### src/hdl/assert_macros.svh
// Assertion macros shared by the projector RTL
`ifndef ASSERT_MACROS_SVH
`define ASSERT_MACROS_SVH

// Clocked check, held off while reset is asserted
`define TPC_ASSERT(lbl, prop, msg) \
  lbl: assert property (@(posedge clk_i) disable iff (!rst_ni) (prop)) \
    else $error(msg);

// Implication form of the same check
`define TPC_ASSERT_IMP(lbl, ante, cons, msg) \
  lbl: assert property (@(posedge clk_i) disable iff (!rst_ni) (ante) |-> (cons)) \
    else $error(msg);

`endif

### src/hdl/tpc_pkg.sv
// Types and constants of the transverse projector coefficient block
`default_nettype none
package tpc_pkg;

  localparam int MAX_GRID   = 256;
  localparam int FRAC_BITS  = 16;
  localparam int GRID_W     = 9;
  localparam int IDX_W      = 8;
  localparam int SQ_W       = 16;
  localparam int STRIDE_W   = 16;
  localparam int POS_W      = 24;
  localparam int PROJ_W     = 18;
  localparam int QUO_W      = FRAC_BITS + 1;
  localparam int DIV_W      = 17;
  localparam int DIV_STEPS  = QUO_W;
  localparam int LANES      = 6;
  localparam int MID_DEPTH  = 8;
  localparam int OUT_DEPTH  = 32;
  localparam int GRID_RESET = 64;

  localparam int LANE_XX = 0;
  localparam int LANE_XY = 1;
  localparam int LANE_XZ = 2;
  localparam int LANE_YY = 3;
  localparam int LANE_YZ = 4;
  localparam int LANE_ZZ = 5;

  localparam logic signed [PROJ_W-1:0] PROJ_ONE = PROJ_W'(1 << FRAC_BITS);

  typedef struct packed {
    logic [GRID_W-1:0]   n;
    logic [IDX_W-1:0]    hp1;
    logic [STRIDE_W-1:0] stride;
  } grid_cfg_t;

  typedef struct packed {
    logic [SQ_W-1:0]             sum;
    logic [LANES-1:0][SQ_W-1:0]  mag;
    logic [LANES-1:0]            neg;
    logic [POS_W-1:0]            pos;
    logic                        zero;
  } front_item_t;

  typedef struct packed {
    logic [LANES-1:0][DIV_W-1:0] rem;
    logic [LANES-1:0][QUO_W-1:0] quo;
    logic [DIV_W-1:0]            dsr;
    logic [DIV_W-1:0]            low;
    logic [LANES-1:0]            neg;
    logic [POS_W-1:0]            pos;
    logic                        zero;
  } div_stage_t;

  typedef struct packed {
    logic [LANES-1:0][PROJ_W-1:0] proj;
    logic [POS_W-1:0]             pos;
    logic                         zero;
  } result_t;

  // Clamp, force even and derive the row strides of the half spectrum
  function automatic grid_cfg_t grid_cfg(input logic [GRID_W-1:0] w);
    logic [GRID_W-1:0] n;
    logic [17:0]       prod;
    grid_cfg_t         c;
    n = w;
    if (n < GRID_W'(2)) n = GRID_W'(2);
    if (n > GRID_W'(MAX_GRID)) n = GRID_W'(MAX_GRID);
    n[0]     = 1'b0;
    c.n      = n;
    c.hp1    = n[GRID_W-1:1] + IDX_W'(1);
    prod     = 18'(n) * 18'(c.hp1);
    c.stride = prod[STRIDE_W-1:0];
    return c;
  endfunction

endpackage
`default_nettype wire

### src/hdl/tpc_front.sv
// Front end: index clamping, folding, squares and half-spectrum position
`default_nettype none
module tpc_front
  import tpc_pkg::*;
(
  input  wire logic             clk_i,
  input  wire logic             rst_ni,
  input  wire logic             valid_i,
  input  wire logic [IDX_W-1:0] index_x_i,
  input  wire logic [IDX_W-1:0] index_y_i,
  input  wire logic [IDX_W-1:0] index_z_i,
  input  wire grid_cfg_t        cfg_i,
  output logic                  valid_o,
  output front_item_t           item_o
);
  logic [IDX_W-1:0]  half, a_sat, b_sat, c_sat, ma, mb;
  logic [GRID_W-1:0] nm1, ma_w, mb_w;
  logic              na, nb;

  logic              v1_q, v2_q, v3_q;
  logic [IDX_W-1:0]  ma_q, mb_q, mc_q, a_q, b_q, c_q;
  logic              na_q, nb_q, na2_q, nb2_q;
  logic [SQ_W-1:0]   sq_a_q, sq_b_q, sq_c_q, p_ab_q, p_ac_q, p_bc_q;
  logic [POS_W-1:0]  pos_a_q;
  logic [SQ_W-1:0]   pos_b_q;
  logic [IDX_W-1:0]  c2_q;
  logic [SQ_W+1:0]   sum_w;
  logic [SQ_W-1:0]   sum;
  front_item_t       item_d, item_q;

  // Clamp out-of-range indices and fold the upper half to negative wave numbers
  always_comb begin
    half  = cfg_i.n[GRID_W-1:1];
    nm1   = cfg_i.n - GRID_W'(1);
    a_sat = ({1'b0, index_x_i} >= cfg_i.n) ? nm1[IDX_W-1:0] : index_x_i;
    b_sat = ({1'b0, index_y_i} >= cfg_i.n) ? nm1[IDX_W-1:0] : index_y_i;
    c_sat = (index_z_i > half) ? half : index_z_i;
    na    = a_sat > half;
    nb    = b_sat > half;
    ma_w  = cfg_i.n - {1'b0, a_sat};
    mb_w  = cfg_i.n - {1'b0, b_sat};
    ma    = na ? ma_w[IDX_W-1:0] : a_sat;
    mb    = nb ? mb_w[IDX_W-1:0] : b_sat;
  end

  always_comb begin
    sum_w = 18'(sq_a_q) + 18'(sq_b_q) + 18'(sq_c_q);
    sum   = sum_w[SQ_W-1:0];
    item_d.sum           = sum;
    item_d.mag[LANE_XX]  = sum - sq_a_q;
    item_d.mag[LANE_YY]  = sum - sq_b_q;
    item_d.mag[LANE_ZZ]  = sum - sq_c_q;
    item_d.mag[LANE_XY]  = p_ab_q;
    item_d.mag[LANE_XZ]  = p_ac_q;
    item_d.mag[LANE_YZ]  = p_bc_q;
    item_d.neg           = '0;
    item_d.neg[LANE_XY]  = (p_ab_q != '0) && (na2_q == nb2_q);
    item_d.neg[LANE_XZ]  = (p_ac_q != '0) && !na2_q;
    item_d.neg[LANE_YZ]  = (p_bc_q != '0) && !nb2_q;
    item_d.pos           = pos_a_q + POS_W'(pos_b_q) + POS_W'(c2_q);
    item_d.zero          = (sum == '0);
  end

  always_ff @(posedge clk_i or negedge rst_ni) begin
    if (!rst_ni) begin
      v1_q <= 1'b0;
      v2_q <= 1'b0;
      v3_q <= 1'b0;
    end else begin
      v1_q <= valid_i;
      v2_q <= v1_q;
      v3_q <= v2_q;
    end
  end

  always_ff @(posedge clk_i) begin
    ma_q    <= ma;
    mb_q    <= mb;
    mc_q    <= c_sat;
    na_q    <= na;
    nb_q    <= nb;
    a_q     <= a_sat;
    b_q     <= b_sat;
    c_q     <= c_sat;
    sq_a_q  <= SQ_W'(ma_q) * SQ_W'(ma_q);
    sq_b_q  <= SQ_W'(mb_q) * SQ_W'(mb_q);
    sq_c_q  <= SQ_W'(mc_q) * SQ_W'(mc_q);
    p_ab_q  <= SQ_W'(ma_q) * SQ_W'(mb_q);
    p_ac_q  <= SQ_W'(ma_q) * SQ_W'(mc_q);
    p_bc_q  <= SQ_W'(mb_q) * SQ_W'(mc_q);
    pos_a_q <= POS_W'(a_q) * POS_W'(cfg_i.stride);
    pos_b_q <= SQ_W'(b_q) * SQ_W'(cfg_i.hp1);
    c2_q    <= c_q;
    na2_q   <= na_q;
    nb2_q   <= nb_q;
    item_q  <= item_d;
  end

  assign valid_o = v3_q;
  assign item_o  = item_q;

endmodule
`default_nettype wire

### config.mk
export PLATFORM = sky130hd
export DESIGN_NAME = tpc_front
export DESIGN_NICKNAME = d
export VERILOG_FILES = /design/src/hdl/assert_macros.svh /design/src/hdl/tpc_pkg.sv /design/src/hdl/tpc_front.sv
export SDC_FILE = /design/constraint.sdc
export NUM_CORES = 2
export LEC_CHECK = 0
export ABC_AREA = 1
export CORE_ASPECT_RATIO = 1.75
export CORE_UTILIZATION = 55
export DETAILED_ROUTE_END_ITERATION = 16
export DONT_BUFFER_PORTS = 1
export GPL_ROUTABILITY_DRIVEN = 0
export GPL_TIMING_DRIVEN = 0
export PLACE_DENSITY_LB_ADDON = 0.1
export SLEW_MARGIN = 20
export SYNTH_ARGS = -nofsm -noshare
export SYNTH_HDL_FRONTEND = slang
export SYNTH_SLANG_ARGS = --single-unit
### constraint.sdc
create_clock -name clk_i -period 6.3 [get_ports clk_i]
set_input_delay 1.26 -clock clk_i [delete_from_list [all_inputs] [get_ports clk_i]]
set_output_delay 1.26 -clock clk_i [all_outputs]
set_load 0.01 [all_outputs]
==> out/results.txt <==
CTS tree - built
Ys async rst share - 0.917%
Synth Register Bits - 327
Sequential share of the synthesized area - 21.0%
F_max - 0.191 GHz
Skew-Pair Late Insertion Delay - 0.62 ns
Post-cts resize count - 0
Dominant cells by area after synthesis - fa_1 (21%), dfxtp_1 (21%), ha_1 (17%)
Hold Fails Final Rpt - 0
Final TNS setup - 0 ns
Worst Tran Pin Value - 0.914 ns
CTS Buf Count - 30
Post-Syn Area per Cell - 7.95 um2
Vias in the first global route - 25400
Gr usage total - 28.3%
Routed length per instance - 16.7 um
CP required - 6.84 ns
First-pass GRT wire length - 127000 um
Area Growth Syn to Fin - 6.24%
Finish-stage setup viols - 0
Post-DR vias/cell - 5.15
Crit end category - flop
Slew HR - 39.0%
# fillers - 5351
Root Driver - clkbuf_16
Synth Area in Compound Gates - 7.05%
Largest family of logic cells by synthesized area - adder cells
Die X - 182 um
Most frequent cell after synthesis - nand2_1
Initial antenna violation count - 0
Initial core utilization - 55.7%
Synth Area in XOR/XNOR - 5.16%
Core ar. - 0.0561 mm2
Hold bufs inserted after CTS - 0
Post-synth EDFFs - 0
Placed cell areas - 0.0321 mm2
Crit path arrival time - 5.77 ns
Post-Syn Instances - 3933
# DRC - 0
Max-Cap Viols - 0
FP Rows - 115
Minimum clock period - 5.23 ns
Postcts setup bufs - 0
Area share of fa/ha/maj cells after synthesis - 37.8%
Fraction of synthesized area in multiplexers - 0.0640%
Synthesized area - 0.0313 mm2
Die H - 317 um
Pin count of the biggest net entering global routing - 18
Share of layout cells above drive strength 1 - 2.88%
GR Overflow Total - 0
Nets - 4776
Design Area, Final - 0.0332 mm2
Routed wire length - 78500 um
Die ar. - 0.0578 mm2
Netlist cell types - 53
Starting DRT DRC Count - 828
Register-to-register setup slack - 1.07 ns
Port bufs - 0
I/O Pins - 204
Hold/Removal Path Class - input port to asynchronous set/reset pin
CTS max path bufs - 3
RSZ-0062 raised after global routing - no
Antenna Nets Post-Route - 0
Post-synth top flop - dfxtp_1
CP max FO - 10
Simple-gate portion of the synthesized area - 16.5%
Synth warnings - 0
Clk slew on worst S/H paths - 0.07 ns
Worst Skew - 0.0214 ns
Status - complete, no violations
Fin crit share - 83.0%
CP startpoint kind - flop
DR vias - 24200
TritonCTS Sinks - 327
Leading area contributor after synthesis - fa_1
DP Wirelength - 66700 um
Synth top area share - 21.0%
CP Class - flop to flop
DR pass1 iterations - 5
Top cells by count, synth - nand2_1 (936), inv_1 (916), ha_1 (420)
Slew Viols, Final - 0
H-tree depth - 1
==> state kept, by name, indices dropped and copies added, names as in the netlist, 14 cells and up <==
register	flops
item_o	140
pos_a_q	24
p_ab_q	16
p_ac_q	16
p_bc_q	16
pos_b_q	16
sq_a_q	15
sq_b_q	15
sq_c_q	14
==> area by class of cell <==
type / instances / area, um2 / share of cell area [%]
multi-input cells: 2580 / 20800 / 62.7
flip-flops and latches: 327 / 6560 / 19.8
inverters: 919 / 3450 / 10.4
well taps: 702 / 878 / 2.64
clock buffers: 35 / 779 / 2.35
plain buffers: 110 / 444 / 1.34
clock inverters: 21 / 278 / 0.836
diodes: 1 / 2.50 / 0.00754
==> path summary, 6_finish.rpt <==
kind / start / to / cells past startpoint
setup / recovery: a_q[2] / pos_a_q[21] / 18
hold / removal: rst_ni / v1_q / 0
setup reg to reg: a_q[2] / pos_a_q[21] / 18
hold reg to reg: na_q / na2_q / 0
max in group asynchronous: rst_ni / v2_q / 0
min in group clk_i: na_q / na2_q / 0
==> cells in the final DEF (no fill, tap or decap), types with 10 or more instances in the layout <==
cell,instances
ha_1,420
clkbuf_16,30
o21ai_1,26
nor4_1,17
dfxtp_1,324
a21oi_1,180
clkbuf_1,105
xor2_1,112
o21bai_1,11
nand3_1,100
inv_1,916
nor2_1,144
a21o_1,26
o21ai_2,22
nand4_1,24
fa_1,328
xnor2_1,72
nand2_1,936
nor3_1,10
o21ai_0,72
==> per-stage QoR <==
step | util, % | hold slack [ns] | cells | worst slack, ns
6_report | 59.2 | 0.324 | 4695 | 1.07
5_1_grt | 59.2 | 0.300 | 4694 | 0.911
3_3_place_gp | 57.3 | 0.310 | 4638 | 0.789
4_1_cts | 59.2 | 0.291 | 4694 | 1.19
3_5_place_dp | 57.3 | 0.312 | 4638 | 0.811
2_1_floorplan | - | 0.310 | 3936 | 1.45
==> logic make-up (layout without fill, tap and decap cells) <==
group / count (synthesis) / count (layout)
AO/OA/AOI/OAI: 379 / 379
XOR/XNOR: 184 / 184
adder cells (fa/ha/maj): 748 / 748
buffers and inverters: 1029 / 1085
flip-flops: 327 / 327
multiplexers: 2 / 2
other: 1 / 5
AND/OR/NAND/NOR: 1263 / 1263
==> per-layer routing <==
metal | GRT usage [%] | up-vias | share of wire [%]
met5 | 0 | - | 0
met4 | 17.1 | 0 | 6.5
met3 | 4.14 | 231 | 4.6
met2 | 57.1 | 586 | 56
met1 | 26.3 | 11400 | 33
li1 | - | 12000 | -
==> worst max-delay path, stage by stage, from the launching register on <==
cell and delay [ns]:
dfxtp_1 0.32, clkbuf_1 0.29, clkbuf_1 0.59, nand2_1 0.18
fa_1 0.57, inv_1 0.06, fa_1 0.50, fa_1 0.57
inv_1 0.07, fa_1 0.48, inv_1 0.05, ha_1 0.37
nand2_1 0.12, nor2_1 0.17, inv_1 0.07, nor3_1 0.32
nand4_1 0.13, nand3_1 0.12, xor2_1 0.17
Power is not shown: default switching activity piles up to over one toggle a cycle in this logic, so the estimate is an artifact.
