[config.mk]
export PLATFORM = sky130hd
export DESIGN_NAME = tpc_fifo
export DESIGN_NICKNAME = d
export VERILOG_FILES = /design/src/hdl/tpc_fifo.sv
export VERILOG_INCLUDE_DIRS = /design/src /design/src/hdl
export SDC_FILE = /design/constraint.sdc
export NUM_CORES = 1
export LEC_CHECK = 0
export ABC_AREA = 1
export CORE_ASPECT_RATIO = 0.9
export CORE_MARGIN = 3
export CORE_UTILIZATION = 50
export CTS_BUF_LIST = sky130_fd_sc_hd__clkbuf_4 sky130_fd_sc_hd__clkbuf_8
export DETAILED_ROUTE_END_ITERATION = 6
export DONT_BUFFER_PORTS = 1
export GPL_TIMING_DRIVEN = 0
export PLACE_DENSITY = 0.66
export SLEW_MARGIN = 30
export SYNTH_ARGS = -nofsm -noshare
export SYNTH_HDL_FRONTEND = slang
export SYNTH_SLANG_ARGS = --single-unit
[constraint.sdc]
create_clock -name clk_i -period 1.85 [get_ports clk_i]
set_clock_uncertainty 0.1 [all_clocks]
set_input_delay 0.185 -clock clk_i [delete_from_list [all_inputs] [get_ports clk_i]]
set_output_delay 0.185 -clock clk_i [all_outputs]
set_load 0.02 [all_outputs]
[src/hdl/assert_macros.svh]
// Assertion macros shared by the projector RTL
`ifndef ASSERT_MACROS_SVH
`define ASSERT_MACROS_SVH

// Clocked check, held off while reset is asserted
`define TPC_ASSERT(lbl, prop, msg) \
  lbl: assert property (@(posedge clk_i) disable iff (!rst_ni) (prop)) \
    else $error(msg);

// Implication form of the same check
`define TPC_ASSERT_IMP(lbl, ante, cons, msg) \
  lbl: assert property (@(posedge clk_i) disable iff (!rst_ni) (ante) |-> (cons)) \
    else $error(msg);

`endif

[src/hdl/tpc_fifo.sv]
// Register queue with a combinational head read
`default_nettype none
`include "assert_macros.svh"
module tpc_fifo #(
  parameter int WIDTH = 8,
  parameter int DEPTH = 8
) (
  input  wire logic             clk_i,
  input  wire logic             rst_ni,
  input  wire logic             push_i,
  input  wire logic [WIDTH-1:0] data_i,
  input  wire logic             pop_i,
  output logic      [WIDTH-1:0] data_o,
  output logic                  empty_o
);
  localparam int PW = $clog2(DEPTH);
  localparam int CW = $clog2(DEPTH + 1);

  logic [WIDTH-1:0] mem_q [DEPTH];
  logic [PW-1:0]    wr_q, wr_d, rd_q, rd_d;
  logic [CW-1:0]    cnt_q, cnt_d;

  always_comb begin
    wr_d  = push_i ? wr_q + PW'(1) : wr_q;
    rd_d  = pop_i ? rd_q + PW'(1) : rd_q;
    cnt_d = cnt_q + CW'(push_i) - CW'(pop_i);
  end

  always_ff @(posedge clk_i or negedge rst_ni) begin
    if (!rst_ni) begin
      wr_q  <= '0;
      rd_q  <= '0;
      cnt_q <= '0;
    end else begin
      wr_q  <= wr_d;
      rd_q  <= rd_d;
      cnt_q <= cnt_d;
    end
  end

  always_ff @(posedge clk_i) begin
    if (push_i) begin
      mem_q[wr_q] <= data_i;
    end
  end

  assign data_o  = mem_q[rd_q];
  assign empty_o = (cnt_q == '0);

  `TPC_ASSERT_IMP(a_no_overflow, push_i, cnt_q < CW'(DEPTH), "queue written while full")
  `TPC_ASSERT_IMP(a_no_underflow, pop_i, cnt_q != '0, "queue read while empty")
  `TPC_ASSERT(a_cnt_bound, cnt_q <= CW'(DEPTH), "queue count beyond depth")

endmodule
`default_nettype wire

==> impl_metrics.tcl, run 1 <==
set metrics [dict create \
    h-tree-depth 3 \
    antenna_found_initial 0 \
    tns_ps 0 \
    drt-total-wl_um 7070 \
    cts_buffer_depth 2 \
    cts_made_buffers 9 \
    antenna-diode-count 0 \
    area_delta_synth_final_pct 18.2 \
    synth.yosys.seq_area_share_pct 63.6 \
    tightest_slew_ps 851 \
    rr_endpoint "mem_q[2][1]$_DFFE_PP_" \
    setup_viol 0 \
    viasPerCell 4.79 \
    grt_max_degree 13 \
    min_path_type "input pin to asynchronous set/reset pin" \
    crit_arrival_ps 1500 \
    grt_first_pass_wirelength_um 11000 \
    path_cells "buf_6, inv_8, clkbuf_16, nand2_1, nand3_1, nand2_1, nand2_1, nand2_2" \
    wl_per_cell_um 15.3 \
    netlist_instances 342 \
    syn-num-nets 362 \
    rrSetupSlack_ps 110 \
    cpMostUsedCell "nand2_1" \
    drc_errors 0 \
    path_class "register to output port" \
    yosysWarnings 0 \
    finalWorstSetupSlack_ps 60.8 \
    crit_path_max_incr_delay_ps 400 \
    max_freq_mhz 559 \
    postCtsSetupRepairBufs 0 \
    clockRootBuffer "clkbuf_8" \
    coreArea_mm2 0.00635 \
    syn_area_per_cell_um2 9.99 \
    cts_tree "done" \
    final_util_pct 63.6 \
    power.density_mw_per_mm2 1530 \
    path_max_fanout 8 \
    overflow 0 \
    hold_viol 0 \
    r2r_start "wr_q[0]$_DFFE_PN0P_" \
    period_minus_slack_ps 1790 \
    yosysTopAreaCell "edfxtp_1" \
    rsz0062_at_grt "true" \
    grt_pass1_vias 2097 \
    power_leakage_nw 1.88 \
    clk_pin_slew_ps 70 \
    ys_top_cells_by_area "edfxtp_1, nand2_1, inv_1" \
    slew_violations 0 \
    drive_gt1_share_pct 16.3 \
    syn_area_mm2 0.00342 \
    fp.dieArea_mm2 0.00786 \
    initial_core_util_pct 53.8 \
    port_buffers 0 \
    period_share_pct 96.7 \
    fillers 532 \
    synth_cell_type_count 19 \
    status "completed" \
    synth_top_area_share_pct 56.2 \
    cap_violations 0 \
    relSlewSlack_pct 43.0 \
    dr.pass1.iters 5 \
    die_h_um 84.4 \
    dp_slack_ps -154 \
    gp_congestion 0.755 \
    detail-route-antenna-nets 0 \
    cp-start-kind "register" \
    drt_iter0_drc 138 \
    ir_worst_vdd_v 0.000765 \
    num_io_pins 21 \
    grt_use_total_pct 19.4 \
    reg2reg_depth 2 \
    cp-end-kind "output port" \
    finalPower_mw 6.17 \
    required_ps 1560 \
    dp_hpwl_um 4160 \
    num_rows 27 \
    nets 390 \
    cts_sinks 74 \
    clock_latency_ps 340 \
    die_x_um 93.1 \
    cp_slowest_cell "dfrtp_1" \
    ys_ff_latch 74 \
    vias 2214 \
]
==> final cells by class <==
| class | count | area, um2 | share of cell area [%] |
|---|---|---|---|
| multi-input combinational | 176 | 886 | 21.9 |
| timing repair buffer | 17 | 230 | 5.70 |
| tap | 87 | 109 | 2.70 |
| buffer | 11 | 134 | 3.31 |
| sequential | 74 | 2170 | 53.8 |
| inverter | 81 | 319 | 7.90 |
| clock buffer | 10 | 131 | 3.25 |
| clock inverter | 6 | 57.6 | 1.43 |
==> flip-flops by register name, summed over array words and instances, names as in the netlist <==
register / count
wr_q: 3
rd_q: 3
cnt_q: 4
mem_q: 64
==> metal layers <==
layer  global-route usage (%)  vias up  share of wire, %
met4                     6.39        0               1.5
li1                         -     1109                 -
met5                        0        -                 0
met1                     26.0     1038                44
met3                     6.63       10               6.5
met2                     29.7       57                48
==> synth_stat cells <==
cell / number
inv_1: 79
buf_4: 4
buf_2: 2
fa_1: 1
a21oi_1: 1
nand3_1: 33
buf_8: 1
o21ai_0: 2
ha_1: 7
or2_2: 1
edfxtp_1: 64
buf_6: 4
xnor2_1: 1
dfrtp_1: 10
nand2_1: 107
xor2_1: 4
inv_4: 2
nor2_1: 9
nand2_2: 10
==> timing repair <==
item                                    4_1_cts  5_1_grt
pin swaps                                     1        1
hold endpoints to repair                     81        0
cloned                                        0        4
endpoints found under the setup margin       40       32
hold buffers                                 13        0
gates resized for setup                      13       18
==> cells in the final DEF (no fill, tap or decap), types with 2 or more instances in the layout <==
cell type / instances
dfrtp_1: 10
clkbuf_8: 9
buf_6: 5
nand2_2: 19
inv_8: 2
clkbuf_16: 4
clkinv_2: 4
xor2_1: 4
nor2_2: 6
nand2_1: 97
o21ai_0: 2
ha_1: 7
edfxtp_1: 64
inv_1: 79
dlygate4sd3_1: 13
nand3_1: 32
nor2_1: 3
buf_8: 3
==> where the power goes <==
| group | switching (mW) | internal (mW) |
|---|---|---|
| clock | 0.565 | 0.628 |
| sequential | 0.0946 | 2.08 |
| combinational | 1.73 | 1.08 |
| total | 2.39 | 3.78 |
==> cell families after synthesis <==
group / count (synthesis) / share of synthesized area [%]
and+or+nand+nor: 160 / 19.6
DFF: 74 / 63.6
adders and majority gates: 8 / 3.15
xor gates and xnor gates: 5 / 1.28
buffers and inverters: 92 / 12.0
AOI/OAI and AO/OA: 3 / 0.439
==> worst max-delay path by stage <==
| stage | startpoint | to | slack, ps | depth (start not counted) |
|---|---|---|---|---|
| floorplan | wr_q[0]$_DFFE_PN0P_ | mem_q[0][0]$_DFFE_PP_ | 280 | 2 |
| global placement | wr_q[0]$_DFFE_PN0P_ | mem_q[6][0]$_DFFE_PP_ | -100 | 2 |
| detailed placement | wr_q[0]$_DFFE_PN0P_ | mem_q[6][0]$_DFFE_PP_ | -150 | 2 |
| CTS | wr_q[0]$_DFFE_PN0P_ | mem_q[0][6]$_DFFE_PP_ | -100 | 2 |
| global route | rd_q[0]$_DFFE_PN0P_ | data_o[1] | -60 | 8 |
| finish | rd_q[0]$_DFFE_PN0P_ | data_o[0] | 60 | 8 |
==> worst max-delay path, delay by kind of cell, from the launching register on <==
| kind | cells | cell delay [ps] |
|---|---|---|
| buf+inv | 3 | 400 |
| flops | 1 | 400 |
| simple gates | 5 | 350 |
==> metrics by stage <==
step	hold slack (ps)	instances	area, um2
after floorplan	-211	342	3420
after global placement	-210	429	3530
after detailed placement	-210	429	3530
after CTS	127	458	3880
after global routing	132	462	4040
final	129	462	4040
(Power assumes the default switching activity.)
==> run 2: changes to the inputs <==
Settings changed: CELL_PAD_IN_SITES_DETAIL_PLACEMENT set to 1, CELL_PAD_IN_SITES_GLOBAL_PLACEMENT set to 2, CORE_UTILIZATION 50 to 43, PLACE_DENSITY 0.66 to 0.83.
==> run 2 against run 1 <==
Hold slack got worse by 13 ps. Register-to-register slack barely moved. Wire length rose by 19%. First-iteration DRC count fell by 12%. Critical endpoint is now data_o[6]. Final cell count rose by 1.5%. Sequential power barely moved. Via count rose by 3.3%. Clock power rose by 17%. Fmax fell by 0.64%. Power rose by 4.1%. Count of clock-buffer cells in the layout rose by 1. Final area rose by 0.50%.
==> impl_metrics.tcl, run 2 (synthesis results as in run 1) <==
set metrics [dict create \
    status "completed" \
    dr.pass1.iters 4 \
    drt-total-wl_um 8400 \
    required_ps 1560 \
    path_cells "buf_6, inv_8, buf_12, nand3_1, nand2_1, nand2_1, nand2_2" \
    cp-end-kind "output port" \
    cts_sinks 74 \
    worstSetupPathDepth 7 \
    hold_viol 0 \
    worstSetupEndpoint "data_o[6]" \
    final_cells 469 \
    cpMostUsedCell "nand2_1" \
    max_freq_mhz 555 \
    cap_violations 0 \
    antenna_found_initial 0 \
    drc_errors 0 \
    overflow 0 \
    pwr-share-comb_pct 44.4 \
    setup_viol 0 \
    initial_core_util_pct 44.8 \
    period_minus_slack_ps 1800 \
    dp_hpwl_um 5190 \
    reg_top3 "mem_q (64), cnt_q (4)" \
    cp-start-kind "register" \
    slew_violations 0 \
    coreArea_mm2 0.00762 \
    grt_use_total_pct 20.0 \
    dp_cells 438 \
    clk_pin_slew_ps 80 \
    gp_congestion 0.725 \
    num_io_pins 21 \
    seq_power_share_pct 34.0 \
    rrSetupSlack_ps 100 \
    placed_cell_area_mm2 0.00354 \
    tightest_slew_ps 587 \
    cts_buffer_depth 2 \
    crit_arrival_ps 1520 \
    cts_tree "done" \
    path_class "register to output port" \
    netSwitchingPower_mw 2.55 \
    period_share_pct 97.3 \
    rr_endpoint "mem_q[2][2]$_DFFE_PP_" \
    internal_power_mw 3.88 \
    cts_made_buffers 9 \
    antenna-diode-count 0 \
    viasPerCell 4.88 \
    final_common_cell "nand2_1" \
    largest_register "mem_q" \
    drt_iter0_drc 121 \
    finish.instance_area_mm2 0.00406 \
    power_frac_clock_pct 21.6 \
    crit_buf_inv 3 \
    detail-route-antenna-nets 0 \
    vias 2288 \
    power.density_mw_per_mm2 1580 \
    clock_latency_ps 350 \
    clockRootBuffer "clkbuf_8" \
    swShare_pct 39.6 \
    drive_gt1_share_pct 18.0 \
    die_x_um 100 \
    grt_first_pass_wirelength_um 13100 \
    grt_pass1_vias 2417 \
    crit_start "rd_q[1]$_DFFE_PN0P_" \
    path_max_fanout 10 \
    ir_worst_vdd_v 0.000581 \
    port_buffers 0 \
    min_path_type "input pin to asynchronous set/reset pin" \
    relSlewSlack_pct 60.8 \
    die_h_um 90.6 \
    mostFrequentLayoutCells "nand2_1, inv_1, edfxtp_1, nand3_1, nand2_2" \
    h-tree-depth 3 \
    wl_per_cell_um 17.9 \
    power_leakage_nw 1.87 \
    crit_path_max_incr_delay_ps 410 \
    path_delay_family "flip-flops" \
    area_delta_synth_final_pct 18.8 \
    fp.dieArea_mm2 0.00905 \
    grt_max_degree 13 \
    largest_reg_flops 64 \
    reg2reg_depth 2 \
    nets 388 \
    num_rows 30 \
    r2r_start "wr_q[0]$_DFFE_PN0P_" \
    cp_slowest_cell "dfrtp_1" \
    rsz0062_at_grt "true" \
]
[run 2: metrics by stage]
step	setup TNS, ps	total power [mW]	utilization [%]	worst slack, ps	hold WS (ps)
after global placement	-3630	4.48	46.4	-135	-210
after CTS	0	6.20	51.7	4.29	120
after floorplan	0	3.94	-	282	-211
after detailed placement	-3670	4.59	46.4	-164	-210
final	0	6.43	53.3	49.3	116
after global routing	-365	6.84	53.3	-46.5	148
[run 2: repair_timing]
item | in CTS | in global routing
resized for setup | 17 | 27
pin swaps | 1 | 7
hold buffers | 12 | 0
buffers inserted | 2 | 0
gates cloned | 0 | 1
endpoints found under the setup margin | 40 | 47
endpoints found under the hold margin | 81 | 0
[run 2: worst min path at each step]
| stage | from | end | slack [ps] | depth (start not counted) |
|---|---|---|---|---|
| 3_3_place_gp | rst_ni | cnt_q[0]$_DFF_PN0_ | -210 | 0 |
| 6_report | rst_ni | cnt_q[0]$_DFF_PN0_ | 120 | 1 |
| 4_1_cts | pop_i | cnt_q[0]$_DFF_PN0_ | 120 | 3 |
| 3_5_place_dp | rst_ni | wr_q[0]$_DFFE_PN0P_ | -210 | 0 |
| 5_1_grt | pop_i | cnt_q[0]$_DFF_PN0_ | 150 | 3 |
| 2_1_floorplan | rst_ni | cnt_q[0]$_DFF_PN0_ | -210 | 0 |
[run 2: layout make-up]
class | count | area (um2)
Timing Repair Buffer | 15 | 160
Multi-Input combinational cell | 176 | 921
Tap cell | 96 | 120
Clock buffer | 11 | 139
Inverter | 81 | 323
Sequential cell | 74 | 2170
Clock inverter | 5 | 77.6
Fill cell | 853 | 3560
Buffer | 11 | 146
[run 2: metal layers]
layer | vias up | GRT usage (%) | wire, um
met5 | - | 0 | 0
met1 | 1131 | 26.5 | 3740
met2 | 43 | 32.9 | 4250
met4 | 0 | 6.60 | 99
met3 | 7 | 3.71 | 299
li1 | 1107 | - | -
[run 2: worst register-to-register path: cells and delay by family (launching register included)]
family | cells | cell delay [ps]
simple gates | 2 | 870
flops | 1 | 420
[run 2: power groups by stage]
stage	sequential, mW	clock [mW]	combinational, mW
after detailed placement	2.22	0	2.36
after floorplan	2.19	0	1.75
final	2.19	1.39	2.85
after global placement	2.21	0	2.27
after CTS	2.19	1.39	2.62
after global routing	2.21	1.46	3.16
==> run 3: changes to the inputs <==
Settings changed: GPL_ROUTABILITY_DRIVEN set to 0, SETUP_SLACK_MARGIN set to 0.4.
==> run 3 against run 2 <==
Flip-flop and latch count unchanged. Fmax decreased by 1.1%. Register-to-register slack improved by 100 ps. Critical path depth unchanged. Count of clock-buffer cells in the layout increased by 2.
==> impl_metrics.tcl, run 3 (synthesis results as in run 1) <==
set metrics [dict create \
    status "completed" \
    clk_pin_slew_ps 70 \
    tightest_slew_ps 488 \
    placed_cell_area_mm2 0.00354 \
    die_x_um 100 \
    period_minus_slack_ps 1820 \
    num_rows 30 \
    register_area_mm2 0.00217 \
    rsz0062_at_grt "true" \
    drt_iter0_drc 143 \
    area_delta_synth_final_pct 28.9 \
    mostFrequentLayoutCells "nand2_1, inv_1, edfxtp_1, nand3_1, nand2_2" \
    ir_worst_vdd_v 0.000824 \
    detail-route-antenna-nets 0 \
    nets 410 \
    crit_buf_inv 2 \
    overflow 0 \
    largest_register "mem_q" \
    largest_reg_flops 64 \
    crit_arrival_ps 1530 \
    dr.pass1.iters 4 \
    grt_use_total_pct 20.2 \
    power_leakage_nw 2.00 \
    multi_input_area_mm2 0.00101 \
    required_ps 1560 \
    clock_latency_ps 350 \
    vias 2392 \
    antenna_found_initial 0 \
    finalPower_mw 6.79 \
    drc_errors 0 \
    path_cells "buf_6, buf_6, nand2_1, nand3_1, nand2_1, nand2_1, nand2_2" \
    cts_sinks 74 \
    final_cells 491 \
    finish.instance_area_mm2 0.00441 \
    final_common_cell "nand2_1" \
    finalWorstSetupSlack_ps 30.2 \
    coreArea_mm2 0.00762 \
    drive_gt1_share_pct 26.1 \
    slew_violations 0 \
    cpMostUsedCell "nand2_1" \
    fillers 805 \
    hold_viol 0 \
    dp_hpwl_um 5230 \
    reg_top3 "mem_q (64), cnt_q (4)" \
    whs_ps 93.7 \
    grt_first_pass_wirelength_um 13300 \
    path_delay_family "simple AND/OR/NAND/NOR gates" \
    relSlewSlack_pct 67.4 \
    cp-end-kind "output port" \
    clockRootBuffer "clkbuf_8" \
    cp-start-kind "register" \
    cap_violations 0 \
    dp_slack_ps -160 \
    num_io_pins 21 \
    cts_tree "done" \
    antenna-diode-count 0 \
    max_freq_mhz 550 \
    initial_core_util_pct 44.8 \
    min_path_type "input pin to register" \
    power.density_mw_per_mm2 1540 \
    die_h_um 90.6 \
    crit_path_max_incr_delay_ps 410 \
    grt_pass1_vias 2510 \
    path_class "register to output port" \
    setup_viol 0 \
    dp_cells 438 \
    tns_ps 0 \
    cts_buffer_depth 2 \
    final_util_pct 57.8 \
    h-tree-depth 3 \
    cts_made_buffers 9 \
    period_share_pct 98.4 \
    path_max_fanout 10 \
    drt-total-wl_um 8910 \
    fp.dieArea_mm2 0.00905 \
    port_buffers 0 \
    grt_max_degree 13 \
    viasPerCell 4.87 \
    wl_per_cell_um 18.1 \
    cp_slowest_cell "dfrtp_1" \
]
==> run 3: changes by cell type in the layout (fill, tap and decap cells not counted), sizes merged <==
cell and change:
clkinvlp +1, clkbuf +1, inv -1, buf +23
bufinv -2
==> run 3: where the power goes <==
group | switching (mW) | total [mW] | internal [mW] | leakage [nW]
combinational | 2.02 | 3.45 | 1.43 | 1.21
clock | 0.584 | 1.15 | 0.565 | 0.0937
sequential | 0.114 | 2.19 | 2.08 | 0.700
total | 2.72 | 6.79 | 4.07 | 2.00
==> run 3: final timing paths <==
kind	start	endpoint	slack (ps)	depth (start not counted)
max reg2reg	cnt_q[0]$_DFF_PN0_	cnt_q[1]$_DFF_PN0_	200	7
max	rd_q[0]$_DFFE_PN0P_	data_o[0]	30	7
min reg2reg	wr_q[2]$_DFFE_PN0P_	wr_q[2]$_DFFE_PN0P_	510	2
min	push_i	wr_q[0]$_DFFE_PN0P_	90	3
min in group asynchronous	rst_ni	rd_q[2]$_DFFE_PN0P_	130	1
max in group asynchronous	rst_ni	wr_q[0]$_DFFE_PN0P_	1190	1
==> run 3: layer usage <==
layer	GRT usage [%]	vias up	wire length, um
met3	3.01	9	623
li1	-	1154	-
met1	27.6	1173	3610
met4	6.83	0	94
met2	32.8	56	4570
met5	0	-	0
==> run 3: worst register-to-register path, delay by kind of cell, from the launching register on <==
family | cells | cell delay (ps)
flip-flops | 1 | 400
adder cells (fa/ha/maj) | 3 | 860
buffers and inverters | 4 | 200
==> run 3: area by class of cell <==
type                       instances  share of cell area (%)
multi-input combinational        176                    23.0
timing repair buffer              37                    10.5
tap                               96                    2.73
clock inverter                     3                   0.398
clock buffer                      13                    3.64
sequential                        74                    49.3
buffer                            11                    3.12
inverter                          81                    7.33
==> run 3: repair_timing <==
| action | CTS | global route |
|---|---|---|
| hold endpoints to repair | 81 | 0 |
| hold buffers | 12 | 0 |
| resized for setup | 55 | 16 |
| gates cloned | 2 | 1 |
| setup endpoints to repair | 76 | 53 |
| buffers inserted | 14 | 8 |
| pin swaps | 11 | 9 |
